$ cat config.mk
export PLATFORM = sky130hd
export DESIGN_NAME = cron_time_match
export DESIGN_NICKNAME = d
export VERILOG_FILES = /design/src/hw/rtl/ctm_pkg.sv /design/src/hw/rtl/cron_time_match.sv /design/src/hw/rtl/ctm_cfg_regs.sv /design/src/hw/rtl/ctm_calendar.sv /design/src/hw/rtl/ctm_stamp.sv
export SDC_FILE = /design/constraint.sdc
export NUM_CORES = 2
export LEC_CHECK = 0
export BUFFER_PORTS_ARGS = -buffer_cell sky130_fd_sc_hd__buf_2
export CAP_MARGIN = 5
export CORE_MARGIN = 2
export CORE_UTILIZATION = 35
export DETAILED_ROUTE_END_ITERATION = 10
export PLACE_DENSITY = 0.51
export RECOVER_POWER = 50
export SKIP_LAST_GASP = 1
export SYNTH_ARGS = -nofsm -noshare
export SYNTH_HDL_FRONTEND = slang
export SYNTH_SLANG_ARGS = --single-unit
export TNS_END_PERCENT = 30
$ cat constraint.sdc
create_clock -name i_clk -period 19.5 [get_ports i_clk]
set_input_delay 2.925 -clock i_clk [delete_from_list [all_inputs] [get_ports i_clk]]
set_output_delay 2.925 -clock i_clk [all_outputs]
set_load 0.02 [all_outputs]
$ cat src/hw/rtl/ctm_pkg.sv
// ctm_pkg: shared types, constants and calendar helper functions for cron_time_match
// no dependencies; imported by every module of the block

package ctm_pkg;

    // field widths of the candidate time and the packed stamp
    localparam int YEAR_W    = 14;
    localparam int MONTH_W   = 4;
    localparam int DAY_W     = 5;
    localparam int HOUR_W    = 5;
    localparam int MINUTE_W  = 6;
    localparam int WEEKDAY_W = 3;
    localparam int STAMP_W   = 40;

    // configuration register widths
    localparam int MINUTE_MASK_W  = 60;
    localparam int HOUR_MASK_W    = 24;
    localparam int DAY_MASK_W     = 31;
    localparam int MONTH_MASK_W   = 12;
    localparam int WEEKDAY_MASK_W = 7;

    // apb port geometry: 64-bit registers at 8-byte spacing
    localparam int APB_DATA_W = 64;
    localparam int APB_ADDR_W = 6;
    localparam int REG_LSB    = 3;

    // stamp digit weights, yyyymmddHHMM
    localparam logic [STAMP_W-1:0] STAMP_YEAR_SCALE = 40'd100000000;
    localparam logic [23:0]        STAMP_MONTH_SCALE = 24'd1000000;
    localparam logic [18:0]        STAMP_DAY_SCALE   = 19'd10000;
    localparam logic [11:0]        STAMP_HOUR_SCALE  = 12'd100;

    // gregorian year limits
    localparam logic [YEAR_W-1:0] YEAR_MAX = 14'd9999;
    localparam logic [YEAR_W-1:0] CENTURY  = 14'd100;

    // reciprocal of 100: (y * 5243) >> 19 is exact for y below 2^14
    localparam logic [12:0] RECIP_100       = 13'd5243;
    localparam int          RECIP_100_SHIFT = 19;

    // reciprocal of 7: (w * 293) >> 11 is exact for w below 2^9
    localparam logic [8:0] RECIP_7       = 9'd293;
    localparam int         RECIP_7_SHIFT = 11;
    localparam logic [8:0] DAYS_PER_WEEK = 9'd7;

    // multiple of 7 that keeps the zeller sum non-negative
    localparam logic [8:0] ZELLER_BIAS = 9'd210;

    localparam logic [DAY_W-1:0] FEB_DAYS      = 5'd28;
    localparam logic [DAY_W-1:0] FEB_LEAP_DAYS = 5'd29;
    localparam logic [DAY_W-1:0] SHORT_MONTH   = 5'd30;
    localparam logic [DAY_W-1:0] LONG_MONTH    = 5'd31;

    // register map index
    typedef enum logic [2:0] {
        REG_MINUTE_MASK,
        REG_HOUR_MASK,
        REG_DAY_MASK,
        REG_MONTH_MASK,
        REG_WEEKDAY_MASK,
        REG_WIN_START,
        REG_WIN_END
    } t_reg_idx;

    // programmed rule
    typedef struct packed {
        logic [MINUTE_MASK_W-1:0]  minute_mask;
        logic [HOUR_MASK_W-1:0]    hour_mask;
        logic [DAY_MASK_W-1:0]     day_mask;
        logic [MONTH_MASK_W-1:0]   month_mask;
        logic [WEEKDAY_MASK_W-1:0] weekday_mask;
        logic [STAMP_W-1:0]        win_start;
        logic [STAMP_W-1:0]        win_end;
    } t_cfg;

    // per-stage load enables of the pipeline
    typedef struct packed {
        logic s1;
        logic s2;
        logic s3;
        logic s4;
    } t_pipe_en;

    // days in a month, zero for a month code that names no month
    function automatic logic [DAY_W-1:0] month_len(input logic [MONTH_W-1:0] m,
                                                    input logic leap);
        logic [DAY_W-1:0] len;
        case (m) inside
            4'd2:                              len = leap ? FEB_LEAP_DAYS : FEB_DAYS;
            4'd4, 4'd6, 4'd9, 4'd11:           len = SHORT_MONTH;
            4'd1, 4'd3, 4'd5, 4'd7, 4'd8,
            4'd10, 4'd12:                      len = LONG_MONTH;
            default:                           len = '0;
        endcase
        return len;
    endfunction

    // zeller month term 26*(m+1)/10, january and february counted as 13 and 14
    function automatic logic [5:0] zeller_month_term(input logic [MONTH_W-1:0] m);
        logic [5:0] t;
        case (m)
            4'd1:    t = 6'd36;
            4'd2:    t = 6'd39;
            4'd3:    t = 6'd10;
            4'd4:    t = 6'd13;
            4'd5:    t = 6'd15;
            4'd6:    t = 6'd18;
            4'd7:    t = 6'd20;
            4'd8:    t = 6'd23;
            4'd9:    t = 6'd26;
            4'd10:   t = 6'd28;
            4'd11:   t = 6'd31;
            4'd12:   t = 6'd33;
            default: t = '0;
        endcase
        return t;
    endfunction

endpackage

$ cat src/hw/rtl/cron_time_match.sv
// cron_time_match checks one candidate minute (year, month, day, hour, minute) per word
// against a cron rule programmed over the APB port: five field masks and a stamp window
// [window_start, window_end) in packed decimal yyyymmddHHMM. It reports date validity,
// the weekday (Sunday 0, forced to 0 for an invalid date), the stamp, the window test and
// fire. A word is accepted every cycle while o_ready is high; its result passes in order
// through the four register stages: input register (loaded at acceptance), multiply
// stage, sum stage, result register. A stalled output holds its word and empty stages still
// fill, so o_ready drops only when all four stages are full. No memories, no clearing pass
// after reset. Registers read back at byte address 8*index; write them only while no word
// is in flight.

module cron_time_match
    import ctm_pkg::*;
(
    input  logic                  i_clk,
    input  logic                  i_rst_n,
    // candidate minute
    input  logic                  i_valid,
    output logic                  o_ready,
    input  logic [YEAR_W-1:0]     i_year,
    input  logic [MONTH_W-1:0]    i_month,
    input  logic [DAY_W-1:0]      i_day,
    input  logic [HOUR_W-1:0]     i_hour,
    input  logic [MINUTE_W-1:0]   i_minute,
    // result
    output logic                  o_valid,
    input  logic                  i_ready,
    output logic                  o_fire,
    output logic                  o_date_valid,
    output logic                  o_in_window,
    output logic [WEEKDAY_W-1:0]  o_weekday,
    output logic [STAMP_W-1:0]    o_stamp,
    // configuration
    input  logic                  psel,
    input  logic                  penable,
    input  logic                  pwrite,
    input  logic [APB_ADDR_W-1:0] paddr,
    input  logic [APB_DATA_W-1:0] pwdata,
    output logic [APB_DATA_W-1:0] prdata,
    output logic                  pready
);

    t_cfg                cfg;
    t_pipe_en            en;
    logic                r_v1, r_v2, r_v3, r_v4;

    logic [YEAR_W-1:0]   r_s1_year;
    logic [MONTH_W-1:0]  r_s1_month;
    logic [DAY_W-1:0]    r_s1_day;
    logic [HOUR_W-1:0]   r_s1_hour;
    logic [MINUTE_W-1:0] r_s1_minute;
    logic [MONTH_W-1:0]  r_s2_month, r_s3_month;
    logic [DAY_W-1:0]    r_s2_day, r_s3_day;
    logic [HOUR_W-1:0]   r_s2_hour, r_s3_hour;
    logic [MINUTE_W-1:0] r_s2_minute, r_s3_minute;

    logic                cal_valid;
    logic [WEEKDAY_W-1:0] cal_weekday;
    logic [STAMP_W-1:0]  stamp;
    logic                in_window;
    logic [63:0]         minute_bits;
    logic [31:0]         hour_bits;
    logic [31:0]         day_bits;
    logic [15:0]         month_bits;
    logic [7:0]          weekday_bits;
    logic [DAY_W-1:0]    day_idx;
    logic [MONTH_W-1:0]  month_idx;
    logic                mask_match;
    logic                n_fire;

    logic                r_out_fire;
    logic                r_out_date_valid;
    logic                r_out_in_window;
    logic [WEEKDAY_W-1:0] r_out_weekday;
    logic [STAMP_W-1:0]  r_out_stamp;

    ctm_cfg_regs u_regs (
        .i_clk   (i_clk),
        .i_rst_n (i_rst_n),
        .psel    (psel),
        .penable (penable),
        .pwrite  (pwrite),
        .paddr   (paddr),
        .pwdata  (pwdata),
        .prdata  (prdata),
        .pready  (pready),
        .o_cfg   (cfg)
    );

    // a stage loads when empty or when its word moves on
    assign en.s4   = !r_v4 || i_ready;
    assign en.s3   = !r_v3 || en.s4;
    assign en.s2   = !r_v2 || en.s3;
    assign en.s1   = !r_v1 || en.s2;
    assign o_ready = en.s1;

    always_ff @(posedge i_clk) begin
        if (!i_rst_n) begin
            r_v1 <= 1'b0;
            r_v2 <= 1'b0;
            r_v3 <= 1'b0;
            r_v4 <= 1'b0;
        end else begin
            if (en.s1) r_v1 <= i_valid;
            if (en.s2) r_v2 <= r_v1;
            if (en.s3) r_v3 <= r_v2;
            if (en.s4) r_v4 <= r_v3;
        end
    end

    // input register
    always_ff @(posedge i_clk) begin
        if (en.s1) begin
            r_s1_year   <= i_year;
            r_s1_month  <= i_month;
            r_s1_day    <= i_day;
            r_s1_hour   <= i_hour;
            r_s1_minute <= i_minute;
        end
    end

    // fields carried alongside for the mask test
    always_ff @(posedge i_clk) begin
        if (en.s2) begin
            r_s2_month  <= r_s1_month;
            r_s2_day    <= r_s1_day;
            r_s2_hour   <= r_s1_hour;
            r_s2_minute <= r_s1_minute;
        end
        if (en.s3) begin
            r_s3_month  <= r_s2_month;
            r_s3_day    <= r_s2_day;
            r_s3_hour   <= r_s2_hour;
            r_s3_minute <= r_s2_minute;
        end
    end

    ctm_calendar u_cal (
        .i_clk        (i_clk),
        .i_en         (en),
        .i_year       (r_s1_year),
        .i_month      (r_s1_month),
        .i_day        (r_s1_day),
        .o_date_valid (cal_valid),
        .o_weekday    (cal_weekday)
    );

    ctm_stamp u_stamp (
        .i_clk       (i_clk),
        .i_en        (en),
        .i_cfg       (cfg),
        .i_year      (r_s1_year),
        .i_month     (r_s1_month),
        .i_day       (r_s1_day),
        .i_hour      (r_s1_hour),
        .i_minute    (r_s1_minute),
        .o_stamp     (stamp),
        .o_in_window (in_window)
    );

    // mask lookup; out-of-range hours and minutes land on zero padding
    assign minute_bits  = 64'(cfg.minute_mask);
    assign hour_bits    = 32'(cfg.hour_mask);
    assign day_bits     = 32'(cfg.day_mask);
    assign month_bits   = 16'(cfg.month_mask);
    assign weekday_bits = 8'(cfg.weekday_mask);
    assign day_idx      = r_s3_day - 5'd1;
    assign month_idx    = r_s3_month - 4'd1;
    assign mask_match   = minute_bits[r_s3_minute] && hour_bits[r_s3_hour] &&
                          day_bits[day_idx] && month_bits[month_idx] &&
                          weekday_bits[cal_weekday];
    assign n_fire       = cal_valid && mask_match && in_window;

    // result register
    always_ff @(posedge i_clk) begin
        if (en.s4) begin
            r_out_fire       <= n_fire;
            r_out_date_valid <= cal_valid;
            r_out_in_window  <= in_window;
            r_out_weekday    <= cal_weekday;
            r_out_stamp      <= stamp;
        end
    end

    assign o_valid      = r_v4;
    assign o_fire       = r_out_fire;
    assign o_date_valid = r_out_date_valid;
    assign o_in_window  = r_out_in_window;
    assign o_weekday    = r_out_weekday;
    assign o_stamp      = r_out_stamp;

`ifndef SYNTHESIS
    // input stalls only with every stage occupied
    a_ready_full: assert property (@(posedge i_clk) disable iff (!i_rst_n)
        !o_ready |-> (r_v1 && r_v2 && r_v3 && r_v4))
        else $error("input stalled with an empty pipeline stage");

    // fire needs a valid date and the window
    a_fire_cond: assert property (@(posedge i_clk) disable iff (!i_rst_n)
        (o_valid && o_fire) |-> (o_date_valid && o_in_window))
        else $error("fire without valid date or window hit");

    // invalid date gives weekday zero
    a_weekday_invalid: assert property (@(posedge i_clk) disable iff (!i_rst_n)
        (o_valid && !o_date_valid) |-> (o_weekday == '0))
        else $error("weekday not zero on invalid date");

    // weekday stays below seven
    a_weekday_range: assert property (@(posedge i_clk) disable iff (!i_rst_n)
        o_valid |-> (o_weekday != 3'd7))
        else $error("weekday out of range");
`endif

endmodule

$ cat src/hw/rtl/ctm_cfg_regs.sv
// ctm_cfg_regs: apb register file holding the cron rule masks and the stamp window
// depends on ctm_pkg

module ctm_cfg_regs
    import ctm_pkg::*;
(
    input  logic                  i_clk,
    input  logic                  i_rst_n,
    input  logic                  psel,
    input  logic                  penable,
    input  logic                  pwrite,
    input  logic [APB_ADDR_W-1:0] paddr,
    input  logic [APB_DATA_W-1:0] pwdata,
    output logic [APB_DATA_W-1:0] prdata,
    output logic                  pready,
    output t_cfg                  o_cfg
);

    t_cfg     r_cfg;
    t_reg_idx reg_idx;
    logic     wr_en;

    assign reg_idx = t_reg_idx'(paddr[APB_ADDR_W-1:REG_LSB]);
    assign wr_en   = psel && penable && pwrite;
    assign pready  = 1'b1;
    assign o_cfg   = r_cfg;

    // register writes, each value cut to its register width
    always_ff @(posedge i_clk) begin
        if (!i_rst_n) begin
            r_cfg <= '0;
        end else if (wr_en) begin
            unique case (reg_idx)
                REG_MINUTE_MASK:  r_cfg.minute_mask  <= pwdata[MINUTE_MASK_W-1:0];
                REG_HOUR_MASK:    r_cfg.hour_mask    <= pwdata[HOUR_MASK_W-1:0];
                REG_DAY_MASK:     r_cfg.day_mask     <= pwdata[DAY_MASK_W-1:0];
                REG_MONTH_MASK:   r_cfg.month_mask   <= pwdata[MONTH_MASK_W-1:0];
                REG_WEEKDAY_MASK: r_cfg.weekday_mask <= pwdata[WEEKDAY_MASK_W-1:0];
                REG_WIN_START:    r_cfg.win_start    <= pwdata[STAMP_W-1:0];
                REG_WIN_END:      r_cfg.win_end      <= pwdata[STAMP_W-1:0];
                default: ;
            endcase
        end
    end

    // read-back mux
    always_comb begin
        unique case (reg_idx)
            REG_MINUTE_MASK:  prdata = APB_DATA_W'(r_cfg.minute_mask);
            REG_HOUR_MASK:    prdata = APB_DATA_W'(r_cfg.hour_mask);
            REG_DAY_MASK:     prdata = APB_DATA_W'(r_cfg.day_mask);
            REG_MONTH_MASK:   prdata = APB_DATA_W'(r_cfg.month_mask);
            REG_WEEKDAY_MASK: prdata = APB_DATA_W'(r_cfg.weekday_mask);
            REG_WIN_START:    prdata = APB_DATA_W'(r_cfg.win_start);
            REG_WIN_END:      prdata = APB_DATA_W'(r_cfg.win_end);
            default:          prdata = '0;
        endcase
    end

endmodule

$ cat src/hw/rtl/ctm_calendar.sv
// ctm_calendar: date validity and zeller weekday over two pipeline stages
// depends on ctm_pkg; stage enables come from the top-level pipeline control

module ctm_calendar
    import ctm_pkg::*;
(
    input  logic                 i_clk,
    input  t_pipe_en             i_en,
    input  logic [YEAR_W-1:0]    i_year,
    input  logic [MONTH_W-1:0]   i_month,
    input  logic [DAY_W-1:0]     i_day,
    output logic                 o_date_valid,
    output logic [WEEKDAY_W-1:0] o_weekday
);

    // stage 1 -> 2: century quotients of the year and the zeller year
    logic [26:0]        cy_prod;
    logic [26:0]        cyy_prod;
    logic [YEAR_W-1:0]  yy;

    // stage 2 registers
    logic [YEAR_W-1:0]  r_s2_year;
    logic [MONTH_W-1:0] r_s2_month;
    logic [DAY_W-1:0]   r_s2_day;
    logic [7:0]         r_s2_cy;
    logic [YEAR_W-1:0]  r_s2_yy;
    logic [7:0]         r_s2_cyy;

    // stage 2 -> 3
    logic [YEAR_W-1:0]  hund_y;
    logic [YEAR_W-1:0]  hund_yy;
    logic [YEAR_W-1:0]  yy_rem;
    logic               leap;
    logic [DAY_W-1:0]   len;
    logic               valid;
    logic [8:0]         w_sum;

    // stage 3 registers and weekday reduction
    logic               r_s3_valid;
    logic [8:0]         r_s3_w;
    logic [17:0]        q_prod;
    logic [6:0]         w_quot;
    logic [8:0]         w_mod;

    // january and february count as months 13 and 14 of the year before
    assign yy       = i_year - YEAR_W'(i_month <= 4'd2);
    assign cy_prod  = 27'(i_year) * 27'(RECIP_100);
    assign cyy_prod = 27'(yy) * 27'(RECIP_100);

    always_ff @(posedge i_clk) begin
        if (i_en.s2) begin
            r_s2_year  <= i_year;
            r_s2_month <= i_month;
            r_s2_day   <= i_day;
            r_s2_cy    <= cy_prod[RECIP_100_SHIFT+7:RECIP_100_SHIFT];
            r_s2_yy    <= yy;
            r_s2_cyy   <= cyy_prod[RECIP_100_SHIFT+7:RECIP_100_SHIFT];
        end
    end

    // leap year: divisible by 4, centuries only when divisible by 400
    assign hund_y = YEAR_W'({6'd0, r_s2_cy} * CENTURY);
    assign leap   = (r_s2_year == hund_y) ? (r_s2_cy[1:0] == 2'd0)
                                          : (r_s2_year[1:0] == 2'd0);
    assign len    = month_len(r_s2_month, leap);
    assign valid  = (r_s2_year != '0) && (r_s2_year <= YEAR_MAX) &&
                    (r_s2_day != '0) && (r_s2_day <= len);

    // zeller sum mod 512; in range whenever the date is valid
    assign hund_yy = YEAR_W'({6'd0, r_s2_cyy} * CENTURY);
    assign yy_rem  = r_s2_yy - hund_yy;
    assign w_sum   = 9'(r_s2_cyy >> 2) - {r_s2_cyy, 1'b0}
                   + 9'(yy_rem[6:0]) + 9'(yy_rem[6:2])
                   + 9'(zeller_month_term(r_s2_month))
                   + 9'(r_s2_day) - 9'd1 + ZELLER_BIAS;

    always_ff @(posedge i_clk) begin
        if (i_en.s3) begin
            r_s3_valid <= valid;
            r_s3_w     <= w_sum;
        end
    end

    // mod 7 through the reciprocal
    assign q_prod  = 18'(r_s3_w) * 18'(RECIP_7);
    assign w_quot  = q_prod[RECIP_7_SHIFT+6:RECIP_7_SHIFT];
    assign w_mod   = r_s3_w - 9'({2'd0, w_quot} * DAYS_PER_WEEK);

    assign o_date_valid = r_s3_valid;
    assign o_weekday    = r_s3_valid ? w_mod[WEEKDAY_W-1:0] : '0;

endmodule

$ cat src/hw/rtl/ctm_stamp.sv
// ctm_stamp: packed decimal stamp yyyymmddHHMM and the half-open window test
// depends on ctm_pkg; stage enables come from the top-level pipeline control

module ctm_stamp
    import ctm_pkg::*;
(
    input  logic                i_clk,
    input  t_pipe_en            i_en,
    input  t_cfg                i_cfg,
    input  logic [YEAR_W-1:0]   i_year,
    input  logic [MONTH_W-1:0]  i_month,
    input  logic [DAY_W-1:0]    i_day,
    input  logic [HOUR_W-1:0]   i_hour,
    input  logic [MINUTE_W-1:0] i_minute,
    output logic [STAMP_W-1:0]  o_stamp,
    output logic                o_in_window
);

    logic [STAMP_W-1:0]  r_s2_py;
    logic [23:0]         r_s2_pm;
    logic [18:0]         r_s2_pd;
    logic [11:0]         r_s2_ph;
    logic [MINUTE_W-1:0] r_s2_min;
    logic [STAMP_W-1:0]  stamp_sum;
    logic [STAMP_W-1:0]  r_s3_stamp;

    // digit weights, one constant product per field
    always_ff @(posedge i_clk) begin
        if (i_en.s2) begin
            r_s2_py  <= STAMP_W'(i_year) * STAMP_YEAR_SCALE;
            r_s2_pm  <= 24'(i_month) * STAMP_MONTH_SCALE;
            r_s2_pd  <= 19'(i_day) * STAMP_DAY_SCALE;
            r_s2_ph  <= 12'(i_hour) * STAMP_HOUR_SCALE;
            r_s2_min <= i_minute;
        end
    end

    // sum wraps at 2^40
    assign stamp_sum = r_s2_py + STAMP_W'(r_s2_pm) + STAMP_W'(r_s2_pd)
                     + STAMP_W'(r_s2_ph) + STAMP_W'(r_s2_min);

    always_ff @(posedge i_clk) begin
        if (i_en.s3) begin
            r_s3_stamp <= stamp_sum;
        end
    end

    // start inclusive, end exclusive
    assign o_stamp     = r_s3_stamp;
    assign o_in_window = (i_cfg.win_start <= r_s3_stamp) && (r_s3_stamp < i_cfg.win_end);

endmodule
# Word level (Yosys, flattened, before mapping)

Memories as Yosys holds them, arrays and structs flattened. A register that Yosys moved wholly into a read port is not among the register bits.
Cells that the tools add are included.

Logic and storage cells: 148
Memories: 1
Output and inout bits: 113
Register bits: 500
Memory bits (read-only): 96

$lt $le $gt $ge: 10
Reductions and logical operators: 34
Equality and inequality tests: 19
Add/sub/neg operators: 16
Multipliers: 10
Muxes and demuxes: 18

Memory list:

| name             | words | width | rd ports | clocked after Yosys merged registers in | write ports | RTL line       | RTL |
|---|---|---|---|---|---|---|---|
| (name not given) | 16    | 6     | 1        | 1                                       | 0           | ctm_pkg.sv:101 | `case (m)` |

Operator list:

| cell                   | number |
|---|---|
| $pmux 60 s7            | 1 |
| $mul 14x13->27 const B | 2 |
| $add 40x12->40         | 1 |
| $add 40x19->40         | 1 |
| $add 40x24->40         | 1 |
| $add 40x6->40          | 1 |
| $le 40x40->1           | 1 |
| $lt 40x40->1           | 1 |
| $mul 14x19->32 const B | 1 |
| $eq 4x4->1 const B     | 5 |
| $add 9x5->9            | 2 |
| $mul 4x14->18 const B  | 1 |
| $mul 9x9->18 const B   | 1 |
| $eq 4x3->1 const B     | 4 |
| $mul 5x10->15 const B  | 1 |
| $mux 5                 | 3 |
| $eq 14x14->1           | 1 |
| $le 14x14->1 const B   | 1 |
| $reduce_and 2->1       | 7 |
| $reduce_bool 14->1     | 1 |
| $sub 14x1->14          | 1 |
| $logic_and 1x1->1      | 12 |
| $lt 5x6->1 const B     | 2 |
| $mul 8x5->12 const B   | 1 |
| other kinds (36)       | 54 |

# Longest topological paths before layout

Depth in word-level cells: 9
Depth in mapped cells: 32
Mapped depth without buffers: 32

# Hierarchy

A second synthesis with hierarchy kept.

Cell total of the unflattened synthesis: 3677
Area, all modules: 40447.5 µm²

By module, submodules not included:

| module          | area an instance (µm²) | seq. area each (µm²) | instances | cells an instance |
|---|---|---|---|---|
| ctm_stamp       | 13540.5                | 3573.4               | 1         | 1243 |
| ctm_calendar    | 12316.8                | 1801.7               | 1         | 1183 |
| ctm_cfg_regs    | 9541.7                 | 4284.1               | 1         | 1011 |
| cron_time_match | 5048.6                 | 3683.5               | 1         | 240 |

# Least setup slack after synthesis

OpenSTA, ideal clock, no wires.

Kind: input -> output
Start point: in paddr[5]
End point: out prdata[11]
Required time: 16575 ps
Arrival: 4623 ps
Path buffers: 4
Path slack: 11952 ps
Cell stages on the path: 6
Cell sequence: clkbuf_1 -> clkbuf_1 -> buf_1 -> clkbuf_1 -> nor2_1 -> a21oi_1

Cells in the longest elaborated chain, start to end: 2
Elaborated cells on any way between the ends: 8
Classes of those cells: eq/ne: 6; mux: 1; reduce/logical: 1

RTL lines:

| element                                  | RTL line              | RTL |
|---|---|---|
| start, declared                          | cron_time_match.sv:37 | `input logic [APB_ADDR_W-1:0] paddr,` |
| $eq 3x3->1, or another cell as far along | ctm_cfg_regs.sv:48    | `unique case (reg_idx)` |
| $pmux 60 s7 (*)                          | ctm_cfg_regs.sv:48    |  |
| end, declared                            | cron_time_match.sv:39 | `output logic [APB_DATA_W-1:0] prdata,` |

Every way passes the cells marked *; elsewhere a longest branch is shown, timed or not.

# Worst setup path after layout

Start point: reg r_s1_year[0]
End point: reg u_cal.r_s2_cyy[6] (data pin)

Cells in the longest elaborated chain, start to end: 2

RTL lines:

| element                      | RTL line               | RTL |
|---|---|---|
| start, declared              | cron_time_match.sv:47  | `logic [YEAR_W-1:0] r_s1_year;` |
| start signal, assigned       | cron_time_match.sv:114 | `r_s1_year <= i_year;` |
| $sub 14x1->14                | ctm_calendar.sv:46     | `assign yy = i_year - YEAR_W'(i_month <= 4'd2);` |
| $mul 14x13->27               | ctm_calendar.sv:48     | `assign cyy_prod = 27'(yy) * 27'(RECIP_100);` |
| named net u_cal.cyy_prod[25] | ctm_calendar.sv:18     | `logic [26:0] cyy_prod;` |
| end signal, assigned         | ctm_calendar.sv:57     | `r_s2_cyy <= cyy_prod[RECIP_100_SHIFT+7:RECIP_100_SHIFT];` |
| end, declared                | ctm_calendar.sv:27     | `logic [7:0] r_s2_cyy;` |

The timed path passes the listed nets, and every way through them passes these cells.
A chain may end at the register's enable or synchronous reset.

==> summary.md <==
| Metric | Value |
|---|---|
| Antenna diodes | 0 |
| NumNets Final | 4848 |
| GRT Overall Usage | 0.191 |
| Mux contribution to synthesized area | 0.0391 |
| Post-Synthesis Cells | 3672 |
| Root Buffer | clkbuf_16 |
| Simple-Gate Fraction of Synth Area | 0.0901 |
| Critical path launch point | r_s1_year[0] |
| Static Leak | 19.1 nW |
| Worst EP required | 19.87 ns |
| Hold Violations, Final | 0 |
| R2r startpoint | r_s1_year[0] |
| Failing checks | capacitance limit, slew limit |
| Status | finished, violations left |
| Hold-fix buffers, CTS | 0 |
| Worst-path clk slew | 0.06 ns |
| Core box area | 109000 µm² |
| DP Wirelength | 82200 µm |
| CP max stage cell | clkbuf_1 |
| Setup-failing EPs final | 0 |
| Clock Latency Late Sink | 0.66 ns |
| R2R cell count | 26 |
| FF-to-FF setup slack | 10.48 ns |
| Pre-Repair DR Iteration Count | 5 |
| H-tree levels | 2 |
| Synth cell types | 65 |
| Most frequent cells in the layout | ha_1, inv_1, nand2_1 |
| Max incr delay on CP | 1.08 ns |
| Yosys warns | 0 |
| Die X | 334 µm |
| Die height | 334 µm |
| Top cell by count, worst path | inv_1 |
| IO Count | 224 |
| Slew Viols, Final | 346 |
| Worst Path Buf+Inv | 6 |
| Reg-to-reg endpoint | u_cal.r_s2_cyy[6] |
| Final WL | 106000 µm |
| Die area | 112000 µm² |
| Final Skew | 0.0491 ns |
| Register bit total from synthesis | 487 |
| Row cnt | 121 |
| Drt via density | 4.95 |
| Slew of the pin with the lowest slew margin | 3.95 ns |
| Worst Hold Class | reg -> reg |
| Final Non-Filler Cells | 5341 |
| Final setup TNS | 0 ns |
| Initial antenna violation count | 9 |
| Largest net degree at the start of global routing | 98 |
| Commonest non-fill, non-tap cell in the layout | ha_1 |
| Synth Cell Area | 38200 µm² |
| RSZ-0062 raised after global routing | no |
| Wirelength per Cell | 19.8 µm |
| Clock Tree Buf Depth | 3 |
| Maximum clock frequency | 111 MHz |
| Critical path startpoint category | register |
| RD Place Congestion | 0.866 |
| EDFF count, synth | 263 |
| Final min period | 9.02 ns |
| Post-route antenna net violation count | 0 |
| Pwr dens | 199 nW/µm² |
| Ys flop type | edfxtp_1 |
| Worst EP arrival | 9.39 ns |
| Critical path endpoint category | register |
| CTS Buf Count | 58 |
| Final Instance Area | 42900 µm² |
| Via count | 26419 |
| Post-DP Area | 41000 µm² |
| Global-route wire length before repair | 164000 µm |
| Path length in cells of the critical path | 26 |
| Crit-path leading delay family | adder cells |
| Worst slew margin | -1.64 |
| Hold slack | 0.420 ns |
| Total clock sinks | 487 |
| Synth Area in Adders | 0.335 |
| Avg Cell Area, Syn | 10.4 µm² |
| Inst Count DP | 5231 |
| XOR/XNOR Fraction of Synth Area | 0.0348 |
| Worst ir drop on vdd | 305 µV |
| Drt drc | 0 |
| Synth Area in Compound Gates | 0.111 |
| Post-CTS Setup Inserts | 0 |
| Seq/Total Area, Yosys | 0.324 |
| Final core occ | 0.395 |
| Vias in the first global route | 27217 |
| Largest family of logic cells by synthesized area | adder cells |
| 1st-iter DRT viols | 1443 |
| Synth-to-Final Area Change | 12.2% |
| Crit Path Class | reg -> reg |
| Crit Path Max Fanout | 16 |
| PostCTS Resize Cnt | 0 |
| Worst Setup EP | u_cal.r_s2_cyy[6] |
| Initial Util | 0.352 |
| Final Cycle Share | 0.463 |
| Filler Cell Count | 10772 |
| Fraction of layout cells with a size suffix above 1 | 0.0904 |
| MaxCap Viol Count | 8 |
| Ys async rst share | 0 |
| PortBufs | 211 |
| CTS tree | done |
| GRT overflow | 0 |
-- cells in the mapped netlist (all sizes together) (14+ instances only) --
master,n,area share
nor3,20,0.0026
nand2,504,0.049
nand4,32,0.0052
ha,588,0.19
mux4,40,0.024
clkbuf,96,0.0094
mux2i,47,0.012
a211oi,17,0.0033
edfxtp,263,0.21
o221ai,18,0.0041
a22oi,29,0.0057
a21o,56,0.011
a21oi,110,0.014
nand3,38,0.0050
inv,556,0.055
and2,29,0.0047
dfxtp,224,0.12
fa,272,0.14
xor2,28,0.0064
o211ai,14,0.0027
a21boi,210,0.041
xnor2,124,0.028
nor2,75,0.0074
nor2b,22,0.0036
o21ai,83,0.011
o21a,23,0.0045
-- worst reg2reg max path, cell delays in order, from the launching register on --
cell	delay [ns]
edfxtp_1	0.32
clkbuf_1	1.08
inv_1	0.49
ha_1	0.40
ha_1	0.25
nand4_1	0.14
a21boi_0	0.14
nand2_1	0.10
xnor2_1	0.33
inv_1	0.25
fa_1	0.59
inv_1	0.04
ha_1	0.29
fa_1	0.49
fa_1	0.56
inv_1	0.06
fa_1	0.53
inv_1	0.04
ha_1	0.29
a211oi_1	0.25
o21ai_0	0.12
a221oi_1	0.44
o31a_1	0.32
o21ai_0	0.23
o41ai_1	0.68
o21bai_1	0.15
xor2_1	0.17
-- layer usage --
layer | up-vias | share of wire | track usage
li1 | 12892 | - | -
met1 | 12856 | 0.45 | 0.256
met2 | 517 | 0.48 | 0.328
met3 | 142 | 0.043 | 0.0228
met4 | 12 | 0.025 | 0.0472
met5 | - | 0.00077 | 0
-- cells by family after synthesis --
kind of cell               after synthesis
adders and majority gates              860
and+or+nand+nor                        786
buffers and inverters                  665
AOI/OAI and AO/OA                      622
DFF                                    487
xor gates and xnor gates               152
muxes                                   98
other                                    2
-- where the power goes --
part / total [mW] / internal, mW / leakage, nW / switching [mW]
registers: 1.71 / 1.54 / 4.60 / 0.171
clock network: 1.15 / 0.681 / 1.00 / 0.468
logic: 5.66 / 2.56 / 13.5 / 3.11
total: 8.53 / 4.78 / 19.1 / 3.75
-- stage by stage --
step                power (mW)  setup WS [ns]
floorplan                 6.04          11.95
global placement          7.41          10.51
detailed placement        7.46          10.46
CTS                       8.69          10.43
global route              9.53           9.69
finish                    8.53          10.48
-- state kept, by name, indices dropped and copies added (netlist names), 7 cells and up, named ones only --
name and cells:
u_regs.o_cfg 214, o_stamp 40, u_stamp.o_stamp 38, u_stamp.r_s2_py 27
r_s1_year 14, u_cal.r_s2_year 14, u_stamp.r_s2_pm 13, u_stamp.r_s2_pd 11
u_cal.r_s3_w 9, u_cal.r_s2_cy 8, u_cal.r_s2_cyy 8, u_cal.r_s2_yy 7
u_stamp.r_s2_ph 7
-- how the worst min path moves through the flow --
stage	startpoint	to	slack, ns	depth (start not counted)
floorplan	r_s2_hour[3]	r_s3_hour[3]	0.40	0
global placement	u_stamp.r_s2_min[1]	r_s3_minute[1]	0.40	0
detailed placement	r_s1_minute[0]	u_stamp.r_s2_min[0]	0.41	0
CTS	r_s1_minute[0]	u_stamp.r_s2_min[0]	0.42	0
global route	u_stamp.r_s2_min[0]	r_s3_minute[0]	0.43	0
finish	r_s1_minute[0]	u_stamp.r_s2_min[0]	0.42	0
-- layout make-up --
class	count	area (µm²)	area share
Tap cell	1414	1770	0.0413
Inverter	556	2090	0.0487
Sequential cell	487	12400	0.289
Clock inverter	36	442	0.0103
Clock buffer	74	1610	0.0374
Timing Repair Buffer	251	1230	0.0287
Multi-Input combinational cell	2523	23400	0.545
Note: power is estimated with default switching activity, not from simulation.
